## config.mk

```make
export PLATFORM = sky130hd
export DESIGN_NAME = dle_stx_etx_deframer_core
export DESIGN_NICKNAME = d
export VERILOG_FILES = /design/src/hw/rtl/dsed_pkg.sv /design/src/hw/rtl/dsed_decode.sv /design/src/hw/rtl/dle_stx_etx_deframer_core.sv
export SDC_FILE = /design/constraint.sdc
export NUM_CORES = 1
export LEC_CHECK = 0
export BUFFER_PORTS_ARGS = -buffer_cell sky130_fd_sc_hd__buf_2
export CAP_MARGIN = 20
export CORE_MARGIN = 1.5
export CORE_UTILIZATION = 60
export DETAILED_ROUTE_END_ITERATION = 10
export GPL_ROUTABILITY_DRIVEN = 0
export PLACE_DENSITY = 0.8
export SYNTH_ARGS = -nofsm -noshare
export SYNTH_HDL_FRONTEND = slang
export SYNTH_SLANG_ARGS = --single-unit
```

## constraint.sdc

```tcl
create_clock -name clk -period 11.5 [get_ports clk]
set_input_delay 2.3 -clock clk [delete_from_list [all_inputs] [get_ports clk]]
set_output_delay 2.3 -clock clk [all_outputs]
set_load 0.01 [all_outputs]
```

## src/hw/rtl/dsed_pkg.sv

```systemverilog
// Package with the shared types and constants of the DLE STX ETX deframer.
`default_nettype none

package dsed_pkg;

  // Control characters of the byte-stuffed line format.
  localparam logic [7:0] DLE_CODE = 8'h10;
  localparam logic [7:0] STX_CODE = 8'h02;
  localparam logic [7:0] ETX_CODE = 8'h03;

  // Frame buffer size and the width of byte indexes within a frame.
  localparam int unsigned MAX_FRAME = 120;
  localparam int unsigned CNT_W     = 7;
  localparam logic [CNT_W-1:0] LAST_POS = CNT_W'(MAX_FRAME - 1);

  // Reset value of the idle limit register and of the idle counter.
  localparam logic [7:0] IDLE_LIMIT_RESET = 8'd30;

  // Input kinds.
  localparam logic KIND_BYTE = 1'b0;
  localparam logic KIND_IDLE = 1'b1;

  // Result event codes.
  localparam logic [1:0] EV_BYTE    = 2'd0;
  localparam logic [1:0] EV_END     = 2'd1;
  localparam logic [1:0] EV_ABORT   = 2'd2;
  localparam logic [1:0] EV_TIMEOUT = 2'd3;

  // Deframer state carried from one item to the next.
  typedef struct packed {
    logic             escape_pending;
    logic             frame_open;
    logic [CNT_W-1:0] byte_count;
    logic [7:0]       idle_count;
  } state_t;

  // One result item.
  typedef struct packed {
    logic [1:0]       event_res;
    logic [7:0]       payload;
    logic [CNT_W-1:0] position;
    logic [CNT_W-1:0] frame_length;
  } result_t;

endpackage

`default_nettype wire

```

## src/hw/rtl/dsed_decode.sv

```systemverilog
// Combinational per-item step: unescaping, framing and idle timeout.
`default_nettype none

module dsed_decode
  import dsed_pkg::*;
(
  input  wire state_t      state,
  input  wire logic        kind,
  input  wire logic [7:0]  rx_byte,
  input  wire logic [7:0]  idle_limit,
  output state_t           state_next,
  output logic             res_valid,
  output result_t          res
);

  // A payload byte either goes out with its index or overflows the frame.
  logic    take_valid;
  logic    take_overflow;

  always_comb begin
    take_overflow = state.byte_count >= LAST_POS;
    take_valid    = state.frame_open;
  end

  always_comb begin
    state_next = state;
    res_valid  = 1'b0;
    res        = '0;

    if (kind == KIND_IDLE) begin
      // Idle tick: count down, report a timeout on expiry.
      if (state.idle_count <= 8'd1) begin
        state_next.escape_pending = 1'b0;
        state_next.frame_open     = 1'b0;
        state_next.byte_count     = '0;
        state_next.idle_count     = idle_limit;
        res_valid                 = 1'b1;
        res.event_res             = EV_TIMEOUT;
      end else begin
        state_next.idle_count = state.idle_count - 8'd1;
      end
    end else begin
      state_next.idle_count = idle_limit;
      if (!state.escape_pending && rx_byte == DLE_CODE) begin
        // Start of an escape sequence.
        state_next.escape_pending = 1'b1;
      end else if (!state.escape_pending || rx_byte == DLE_CODE) begin
        // Plain byte or escaped DLE: payload when a frame is open.
        state_next.escape_pending = 1'b0;
        if (take_valid) begin
          res_valid = 1'b1;
          if (take_overflow) begin
            state_next.frame_open = 1'b0;
            state_next.byte_count = '0;
            res.event_res         = EV_ABORT;
          end else begin
            state_next.byte_count = state.byte_count + 1'b1;
            res.event_res         = EV_BYTE;
            res.payload           = rx_byte;
            res.position          = state.byte_count;
          end
        end
      end else begin
        // Second byte of an escape other than DLE.
        state_next.escape_pending = 1'b0;
        if (rx_byte == STX_CODE) begin
          state_next.frame_open = 1'b1;
          state_next.byte_count = '0;
          if (state.frame_open) begin
            res_valid     = 1'b1;
            res.event_res = EV_ABORT;
          end
        end else if (state.frame_open) begin
          state_next.frame_open = 1'b0;
          state_next.byte_count = '0;
          res_valid             = 1'b1;
          if (rx_byte == ETX_CODE) begin
            res.event_res    = EV_END;
            res.frame_length = state.byte_count;
          end else begin
            res.event_res = EV_ABORT;
          end
        end
      end
    end
  end

endmodule

`default_nettype wire

```

## src/hw/rtl/dle_stx_etx_deframer_core.sv

```systemverilog
// Top level of the DLE STX ETX deframer: state, output register and skid stage.
//
// Usage:
//   The input channel (in_valid, in_stall, kind, rx_byte) carries one received
//   byte (kind 0) or one idle tick (kind 1) per transaction. A transaction
//   takes place at a rising edge with in_valid high and in_stall low.
//   The output channel (out_valid, out_stall, event_res, payload, position,
//   frame_length) carries at most one result per input transaction: a payload
//   byte with its index, a frame end with its length, a frame abort, or an
//   idle timeout. Bytes outside a frame and idle ticks before expiry give none.
//   The cfg channel writes the idle limit; cfg_ready is always high, and the
//   new limit applies at the next reload of the idle counter.
//   A result is registered in the output register, or in the skid register
//   when the output register holds a result not yet taken. Throughput is one
//   item per cycle while in_stall is low; the state update is combinational.
//   When the receiver stalls, one further result goes into a skid register
//   and in_stall then rises until the skid register drains.
//   Reset (rst, synchronous) empties both registers, closes any frame, clears
//   a pending escape and loads 30 into both the idle limit and the counter.
`default_nettype none

module dle_stx_etx_deframer_core
  import dsed_pkg::*;
(
  input  wire logic       clk,
  input  wire logic       rst,
  // Input channel.
  input  wire logic       in_valid,
  output logic            in_stall,
  input  wire logic       kind,
  input  wire logic [7:0] rx_byte,
  // Output channel.
  output logic            out_valid,
  input  wire logic       out_stall,
  output logic [1:0]      event_res,
  output logic [7:0]      payload,
  output logic [6:0]      position,
  output logic [6:0]      frame_length,
  // Configuration channel.
  input  wire logic       cfg_valid,
  output logic            cfg_ready,
  input  wire logic [7:0] cfg_data
);

  logic [7:0] idle_limit;
  state_t     state;
  state_t     state_next;
  logic       res_valid;
  result_t    res;
  logic       accept;
  logic       push;
  logic       pop;
  result_t    out_res;
  result_t    skid_res;
  logic       skid_valid;

  assign cfg_ready = 1'b1;
  assign in_stall  = skid_valid;
  assign accept    = in_valid && !in_stall;
  assign push      = accept && res_valid;
  assign pop       = out_valid && !out_stall;

  // Per-item decode of the current state and input.
  dsed_decode u_decode (
    .state      (state),
    .kind       (kind),
    .rx_byte    (rx_byte),
    .idle_limit (idle_limit),
    .state_next (state_next),
    .res_valid  (res_valid),
    .res        (res)
  );

  // Idle limit register.
  always_ff @(posedge clk) begin
    if (rst) begin
      idle_limit <= IDLE_LIMIT_RESET;
    end else if (cfg_valid && cfg_ready) begin
      idle_limit <= cfg_data;
    end
  end

  // Deframer state advances on every input transaction.
  always_ff @(posedge clk) begin
    if (rst) begin
      state.escape_pending <= 1'b0;
      state.frame_open     <= 1'b0;
      state.byte_count     <= '0;
      state.idle_count     <= IDLE_LIMIT_RESET;
    end else if (accept) begin
      state <= state_next;
    end
  end

  // Output register with a skid stage behind it.
  always_ff @(posedge clk) begin
    if (rst) begin
      out_valid  <= 1'b0;
      skid_valid <= 1'b0;
    end else if (!out_valid || pop) begin
      if (skid_valid) begin
        out_valid  <= 1'b1;
        skid_valid <= 1'b0;
      end else begin
        out_valid <= push;
      end
    end else if (push) begin
      skid_valid <= 1'b1;
    end
  end

  // Payload side of the output and skid registers.
  always_ff @(posedge clk) begin
    if (!out_valid || pop) begin
      if (skid_valid) begin
        out_res <= skid_res;
      end else begin
        out_res <= res;
      end
    end else if (push) begin
      skid_res <= res;
    end
  end

  assign event_res    = out_res.event_res;
  assign payload      = out_res.payload;
  assign position     = out_res.position;
  assign frame_length = out_res.frame_length;

  // The skid register only fills while the output register holds a result.
  a_skid_behind_out: assert property (@(posedge clk) disable iff (rst)
    skid_valid |-> out_valid)
    else $error("skid register full while output register is empty");

  // A closed frame always has a zero byte count.
  a_closed_count: assert property (@(posedge clk) disable iff (rst)
    !state.frame_open |-> state.byte_count == '0)
    else $error("byte count nonzero outside a frame");

  // The byte count never passes the last buffer position.
  a_count_bound: assert property (@(posedge clk) disable iff (rst)
    state.byte_count <= LAST_POS)
    else $error("byte count beyond frame buffer");

  // A reported payload byte always lies inside the buffer.
  a_position_bound: assert property (@(posedge clk) disable iff (rst)
    out_valid && event_res == EV_BYTE |-> position < LAST_POS)
    else $error("payload byte reported at overflow position");

  // A timeout reloads the counter and closes the frame.
  a_timeout_clears: assert property (@(posedge clk) disable iff (rst)
    accept && kind == KIND_IDLE && state.idle_count <= 8'd1
    |=> !state.frame_open && !state.escape_pending)
    else $error("frame state survived an idle timeout");

endmodule

`default_nettype wire
```

==> results.cfg, run 1 <==
[synth]
synth_seq_cells = 75
yosysUniqueCellTypes = 45
synth_nets = 342
async_reset_ff_share_pct = 0
ys.flop_type = edfxtp_1
ys_warn_count = 0
yosysTopAreaCellShare_pct = 42.3
ys_seq_area_share_pct = 58.1
netlist_area_sq_um = 3410
synthCells = 317
ys_top_cells_by_area = edfxtp_1 42%, dfxtp_1 16%, nor2_1 4.0%, mux2_2 3.6%, nand2_1 3.5%
yosysTopAreaCell = edfxtp_1
synth_edf_count = 48
syn_area_per_cell_sq_um = 10.8

[timing]
min_period_ns = 4.25
fin_ws_ns = 7.25
tightest_slew_ns = 0.910
finalMaxSlewViolations = 0
fmax_mhz = 235
rsz0062_at_grt = false
fin_worst_skew_ns = 0.00873
tns_ns = 0
slew_headroom_pct = 39.4
setup_viol = 0
hold_viol = 0
fin_crit_sh_pct = 37.0

[clocking]
root_buffer = clkbuf_8
cts_hold_buf = 0
post_cts_resized = 0
clk_pin_slew_ns = 0.08
cts_setup_buffers = 0
cts_tree = done
clk_path_buf_depth = 2
cts.sinks = 75
ctsHtreeMaxLevel = 3
cts_made_buffers = 9
worstSkewPairLatency_ns = 0.33

[global_routing]
grt_max_degree = 43
antenna_found_initial = 0
first_global_vias = 2413
grt_pass1_wl_um = 10600
grt.total_usage_pct = 22.3
overflow = 0

[setup_path]
cp-start-kind = input port
critPathRequiredTime_ns = 11.73
end_kind = register
crit_chain = buf_2 > or4_4 > or4_4 > a2111oi_4 > o21ai_0 > a32o_1
path_class = input port to register
max_stage_delay_ns = 0.55
crit_family = simple AND/OR/NAND/NOR gates
arrival_ns = 4.48
slowest_stage = or4_4
cpMostUsedCell = or4_4
worstPathMaxFanout = 8
path_buf_inv = 1

[detailed_routing]
top_layer = met4
routed_wl_um = 6380
dr.pass1.iters = 4
drt_iter0_drc = 148
dr_wl_met2_um = 3130
met3_length_um = 202
vias = 2519
drc = 0
ant_nets = 0
wl_per_cell_um = 14.6
via_per_inst = 5.75
met1_length_um = 2880

[final_layout]
n_antenna_cell = 0
drive_gt1_share_pct = 23.0
mostFrequentLayoutCells = 48 x edfxtp_1, 47 x buf_2, 36 x nor2_1, 32 x nand2_1, 27 x dfxtp_1
stdcell_count = 438
mostFrequentLayoutCell = edfxtp_1
synthToLayoutAreaGrowth_pct = 13.8
fin_nets = 386

[floorplan]
die_area_sq_um = 6140
start_util_pct = 61.9
die_x_um = 78.4
rows = 27
io_pins = 49
core_sq_um = 5510
die-height_um = 78.4

[place]
dp_hpwl_um = 4300
numPortBuffers = 47
place_inst = 422
post-place-ws_ns = 6.91

[min_path]
hold_path_class = register to register

[pwr]
power_uw = 498
powerDensity_nw_per_um2 = 128
power_leakage_uw = 0.00159
peakVddDrop_v = 0.0000860

[run_status]
status = finished, final reports clean

[flow_run]
max_cap_viol_count = 0
## metrics by stage
stage | hold WS, ns | util [%] | area, sq um
after global routing | 0.498 | 70.4 | 3880
after CTS | 0.481 | 70.4 | 3880
after detailed placement | 0.463 | 67.2 | 3700
after floorplan | 0.436 | - | 3410
final | 0.479 | 70.4 | 3880
after global placement | 0.455 | 67.2 | 3700
## cells in the mapped netlist (all sizes together) (2+ instances only)
cell type  instances
buf                3
mux2i              8
o2bb2ai            2
a21o               2
nor4b              3
nand3              6
edfxtp            48
o22ai              2
nand2             32
inv               19
nor3               8
ha                 3
a211oi             2
or4                4
a21oi             11
a211o              2
clkbuf            16
a31oi              5
and3               3
nand2b             3
nor2              36
nand4              2
dfxtp             27
and2               8
a32o               4
nor4               3
o21a               3
mux2              11
o31ai             16
o21ai             10
or3                4
nor2b              2
## worst reg2reg max path: stages (launching register included)
cell	delay, ns
dfxtp_1	0.36
inv_1	0.07
ha_1	0.24
nor2_1	0.12
o31a_1	0.42
or3_1	0.45
nor3_2	0.23
buf_4	0.34
## cell families after synthesis
family                   synth area share, %
adder cells (fa/ha/maj)                 1.10
buffers and inverters                   4.33
AO/OA/AOI/OAI                           13.7
flip-flops                              58.1
other                                  0.110
multiplexers                            5.98
XOR/XNOR                               0.257
AND/OR/NAND/NOR                         16.4
## per-layer routing
| layer | global-route usage [%] | vias to the layer above |
|---|---|---|
| li1 | - | 1246 |
| met1 | 27.4 | 1200 |
| met2 | 37.0 | 58 |
| met3 | 3.95 | 15 |
| met4 | 12.7 | 0 |
| met5 | 0 | - |
## path summary, 6_finish.rpt
path	end	slack [ns]	from	cells past startpoint
setup / recovery	state[10]$_SDFFE_PP0P_	7.25	rx_byte[6]	6
hold / removal	state[7]$_SDFFE_PP0P_	0.48	state[7]$_SDFFE_PP0P_	2
setup reg to reg	skid_res[20]$_DFFE_PP_	8.94	state[0]$_SDFFE_PP0P_	7
hold reg to reg	state[7]$_SDFFE_PP0P_	0.48	state[7]$_SDFFE_PP0P_	2
## power breakdown
group	internal [uW]	switching, uW
Sequential	288	2.70
Combinational	10.7	16.6
Clock	83.7	96.2
## state kept, by name, indices dropped and copies added, names as in the netlist
signal,flops
idle_limit,8
state,17
position,7
payload,8
out_valid,1
in_stall,1
event_res,2
frame_length,7
skid_res,24
## cell type report
| cell class | count | area [sq um] |
|---|---|---|
| Sequential cell | 75 | 1980 |
| Clock inverter | 6 | 41.3 |
| Inverter | 19 | 71.3 |
| Clock buffer | 10 | 138 |
| Fill cell | 420 | 1630 |
| Tap cell | 72 | 90.1 |
| Multi-Input combinational cell | 204 | 1280 |
| Timing Repair Buffer | 52 | 273 |
No activity file was read; power rests on OpenSTA's default activity.
==> run 2: changes to the inputs <==
- CORE_UTILIZATION: 60 -> 57
- PLACE_DENSITY: 0.8 -> 0.77
- clock period: 11.5 -> 4.4 ns (I/O delays scaled with it)
==> run 2 against run 1 <==
Count of clock-buffer cells in the layout unchanged. Worst setup slack worse by 5.7 ns. Clock skew down 0.0028 ns. Sequential power rose to 2.6 times the previous value. Core utilization down 0.62 points. Register-to-register slack worse by 7.1 ns. First-iteration DRC count up 61%. Sequential share of layout area down 0.78 points. Clock power rose to 3.5 times the previous value. Global-route usage up 0.36 points. Highest routed layer unchanged.
==> results.cfg, run 2 (synthesis gave the netlist of run 1 again) <==
[run_status]
status = finished, final reports clean

[setup_path]
worstPathMaxFanout = 8
path_class = input port to register
max_stage_delay_ns = 0.55
critPathRequiredTime_ns = 4.65
end_kind = register
cpMostUsedCell = or4_4
arrival_ns = 3.14
crit_chain = buf_2 > or4_4 > or4_4 > a2111oi_4 > o21ai_0 > a32o_1
slowest_stage = or4_4
cp-start-kind = input port

[detailed_routing]
vias = 2511
dr.pass1.iters = 4
drc = 0
wl_per_cell_um = 14.8
via_per_inst = 5.75
drt_iter0_drc = 239
routed_wl_um = 6480
ant_nets = 0

[place]
dp_hpwl_um = 4300
numPortBuffers = 47
post_dp_cell_area_sq_um = 3700

[clocking]
cts.sinks = 75
clk_path_buf_depth = 2
worstSkewPairLatency_ns = 0.35
cts_made_buffers = 9
clk_pin_slew_ns = 0.08
post_cts_resized = 0
root_buffer = clkbuf_8
cts_setup_buffers = 0
ctsHtreeMaxLevel = 3
cts_hold_buf = 0
cts_tree = done

[timing]
hold_viol = 0
tightest_slew_ns = 0.931
finalMaxSlewViolations = 0
fin_crit_sh_pct = 65.6
fin_worst_skew_ns = 0.00592
min_period_ns = 2.89
fmax_mhz = 346
setup_viol = 0
slew_headroom_pct = 37.6
tns_ns = 0
rsz0062_at_grt = false

[final_layout]
final_area_sq_um = 3940
synthToLayoutAreaGrowth_pct = 15.6
top_register = skid_res
mostFrequentLayoutCells = 48 x edfxtp_1, 47 x buf_2, 36 x nor2_1, 32 x nand2_1, 27 x dfxtp_1
fin_nets = 385
reg.largest.list = skid_res: 24 flops, state: 17 flops
n_antenna_cell = 0
drive_gt1_share_pct = 22.7
mostFrequentLayoutCell = edfxtp_1
largest_register_ffs = 24

[flow_run]
max_cap_viol_count = 0

[pwr]
powerDensity_nw_per_um2 = 373
power_leakage_uw = 0.00161
peakVddDrop_v = 0.000225
power_uw = 1470

[global_routing]
grt_max_degree = 43
grt.total_usage_pct = 22.6
grt_pass1_wl_um = 11000
first_global_vias = 2359
antenna_found_initial = 0
overflow = 0

[floorplan]
io_pins = 49
rows = 27
die_x_um = 80.3
die_area_sq_um = 6450
start_util_pct = 60.4
die-height_um = 80.3
core_sq_um = 5640

[min_path]
hold_path_class = register to register
[run 2: changes by cell type in the layout (fill, tap and decap cells not counted), sizes merged]
cell | before | now
clkinvlp | 3 | 2
clkinv | 3 | 1
bufinv | 0 | 3
buf | 52 | 51
[run 2: worst max-delay path, delay by kind of cell]
kind	cells	cell delay, ns
AO/OA/AOI/OAI	3	1.04
buffers and inverters	1	0.12
AND/OR/NAND/NOR	2	1.08
[run 2: metal layers]
metal / up-vias / global-route usage [%] / share of wire, %
li1: 1236 / - / -
met1: 1199 / 27.4 / 44
met2: 67 / 38.9 / 50
met3: 9 / 6.14 / 4.5
met4: 0 / 7.76 / 1.4
met5: - / 0 / 0
[run 2: final timing paths]
path / start / to / slack (ns) / depth (start not counted)
min: state[7]$_SDFFE_PP0P_ / state[7]$_SDFFE_PP0P_ / 0.48 / 2
max reg2reg: state[0]$_SDFFE_PP0P_ / skid_res[12]$_DFFE_PP_ / 1.88 / 7
min reg2reg: state[7]$_SDFFE_PP0P_ / state[7]$_SDFFE_PP0P_ / 0.48 / 2
max: rx_byte[6] / state[10]$_SDFFE_PP0P_ / 1.51 / 6
[run 2: cell type report]
| type | count | area, sq um |
|---|---|---|
| sequential | 75 | 1980 |
| timing repair buffer | 51 | 265 |
| inverter | 19 | 71.3 |
| clock buffer | 10 | 128 |
| multi-input combinational | 204 | 1290 |
| clock inverter | 6 | 114 |
| tap | 72 | 90.1 |
| fill | 416 | 1700 |
[run 2: metrics by stage]
stage	hold WS (ns)	cells	setup slack, ns	utilization [%]
2_1_floorplan	0.436	317	0.544	-
3_3_place_gp	0.455	421	1.24	65.5
3_5_place_dp	0.469	421	1.19	65.5
4_1_cts	0.481	437	1.54	69.8
5_1_grt	0.513	437	1.41	69.8
6_report	0.476	437	1.51	69.8
[run 2: report_power, final]
| part | switching (uW) | internal, uW |
|---|---|---|
| clock network | 260 | 378 |
| logic | 44.1 | 27.6 |
| registers | 7.07 | 753 |
==> run 3: changes to the inputs <==
- clock period: 4.4 -> 2.8 ns (I/O delays scaled with it)
==> run 3 against run 2 <==
Register-to-register slack lost 1.3 ns. Via count grew 2.3%. Cell count grew 4.3%. Critical path depth grew 1. Sequential power grew 57%. Design area grew 3.3%. Core utilization grew 2.3 points. Global-route usage grew 0.90 points. Power grew 49%. Non-clock buffer count grew 19. Largest cell class unchanged.
==> results.cfg, run 3 (synthesis gave the netlist of run 1 again) <==
[setup_path]
arrival_ns = 2.63
end_kind = register
reg2reg_slack_ns = 0.53
cp-start-kind = input port
path_class = input port to register
worstPathMaxFanout = 8
critPathRequiredTime_ns = 3.05

[timing]
rsz0062_at_grt = false
tns_ns = 0
min_period_ns = 2.38
hold_viol = 0
fin_worst_skew_ns = 0.0143
fin_ws_ns = 0.419
fmax_mhz = 420
tightest_slew_ns = 0.700
finalMaxSlewViolations = 0
setup_viol = 0
slew_headroom_pct = 53.2
fin_crit_sh_pct = 85.0

[floorplan]
die_x_um = 80.3
die-height_um = 80.3
core_sq_um = 5640
rows = 27
die_area_sq_um = 6450
start_util_pct = 60.4
io_pins = 49

[clocking]
clk_path_buf_depth = 2
cts_setup_buffers = 0
cts_hold_buf = 0
clk_pin_slew_ns = 0.09
cts_made_buffers = 9
ctsHtreeMaxLevel = 3
worstSkewPairLatency_ns = 0.36
post_cts_resized = 0
root_buffer = clkbuf_8
cts.sinks = 75
cts_tree = done

[detailed_routing]
vias = 2569
routed_wl_um = 6780
via_per_inst = 5.63
ant_nets = 0
wl_per_cell_um = 14.9
dr.pass1.iters = 4
drc = 0
drt_iter0_drc = 213

[final_layout]
final_area_sq_um = 4070
drive_gt1_share_pct = 26.6
top_register = skid_res
mostFrequentLayoutCell = edfxtp_1
largest_register_ffs = 24
synthToLayoutAreaGrowth_pct = 19.3
n_antenna_cell = 0
mostFrequentLayoutCells = 48 x edfxtp_1, 47 x buf_2, 36 x nor2_1, 32 x nand2_1, 27 x dfxtp_1
fin_nets = 404
reg.largest.list = skid_res: 24 flops, state: 17 flops

[pwr]
peakVddDrop_v = 0.000386
power_leakage_uw = 0.00169
powerDensity_nw_per_um2 = 540

[global_routing]
antenna_found_initial = 0
grt_pass1_wl_um = 11400
first_global_vias = 2476
grt_max_degree = 43
overflow = 0
grt.total_usage_pct = 23.5

[place]
dp_hpwl_um = 4650
post-place-ws_ns = 0.0616
numPortBuffers = 47
post_dp_cell_area_sq_um = 3830

[flow_run]
max_cap_viol_count = 0

[min_path]
hold_path_class = input port to register

[run_status]
status = finished, final reports clean
-- run 3: cell types whose count changed in the layout (fill, tap and decap cells not counted), sizes merged --
cell,change
buf,+19
inv,+3
bufinv,-2
clkbuf,-1
-- run 3: metal layers --
layer  wire length [um]  vias to the layer above  track usage (%)  part of all wire, %
li1                   -                     1276                -                    -
met1               2920                     1228             29.6                   43
met2               3490                       53             38.2                   51
met3                250                       12             4.55                  3.7
met4                125                        0             12.9                  1.8
met5                  0                        -                0                    0
-- run 3: worst max-delay path, stage by stage --
cell and delay, ns:
buf_2 0.10, or4_4 0.54, or4_4 0.52, a2111oi_4 0.35, buf_4 0.20, o21ai_0 0.09
a32o_1 0.26
-- run 3: final timing paths --
path,from,endpoint,cells past startpoint
worst max-delay path,rx_byte[6],state[10]$_SDFFE_PP0P_,7
worst min-delay path,cfg_data[1],idle_limit[1]$_SDFFE_PP1P_,3
worst max register to register,state[2]$_SDFFE_PP1P_,state[13]$_SDFFE_PP0P_,6
worst min register to register,idle_limit[1]$_SDFFE_PP1P_,idle_limit[1]$_SDFFE_PP1P_,2
-- run 3: per-stage QoR --
stage / hold slack, ns / instances / util (%) / total power (uW)
after floorplan: 0.436 / 317 / - / 1290
after global placement: 0.460 / 439 / 68.0 / 1350
after detailed placement: 0.463 / 439 / 68.0 / 1350
after CTS: 0.400 / 455 / 71.6 / 2200
after global routing: 0.425 / 456 / 72.1 / 2250
final: 0.411 / 456 / 72.1 / 2190
-- run 3: where the power goes --
group	switching, uW	leakage, uW	internal (uW)
clock network	444	0.0000984	425
registers	9.40	0.000766	1180
logic	74.9	0.000830	57.4
-- run 3: final cells by class --
| class | instances | area, sq um |
|---|---|---|
| flip-flops and latches | 75 | 1980 |
| fillers | 393 | 1570 |
| multi-input cells | 204 | 1290 |
| repair buffers | 70 | 428 |
| clock buffers | 9 | 124 |
| well taps | 72 | 90.1 |
| clock inverters | 7 | 82.6 |
| inverters | 19 | 71.3 |
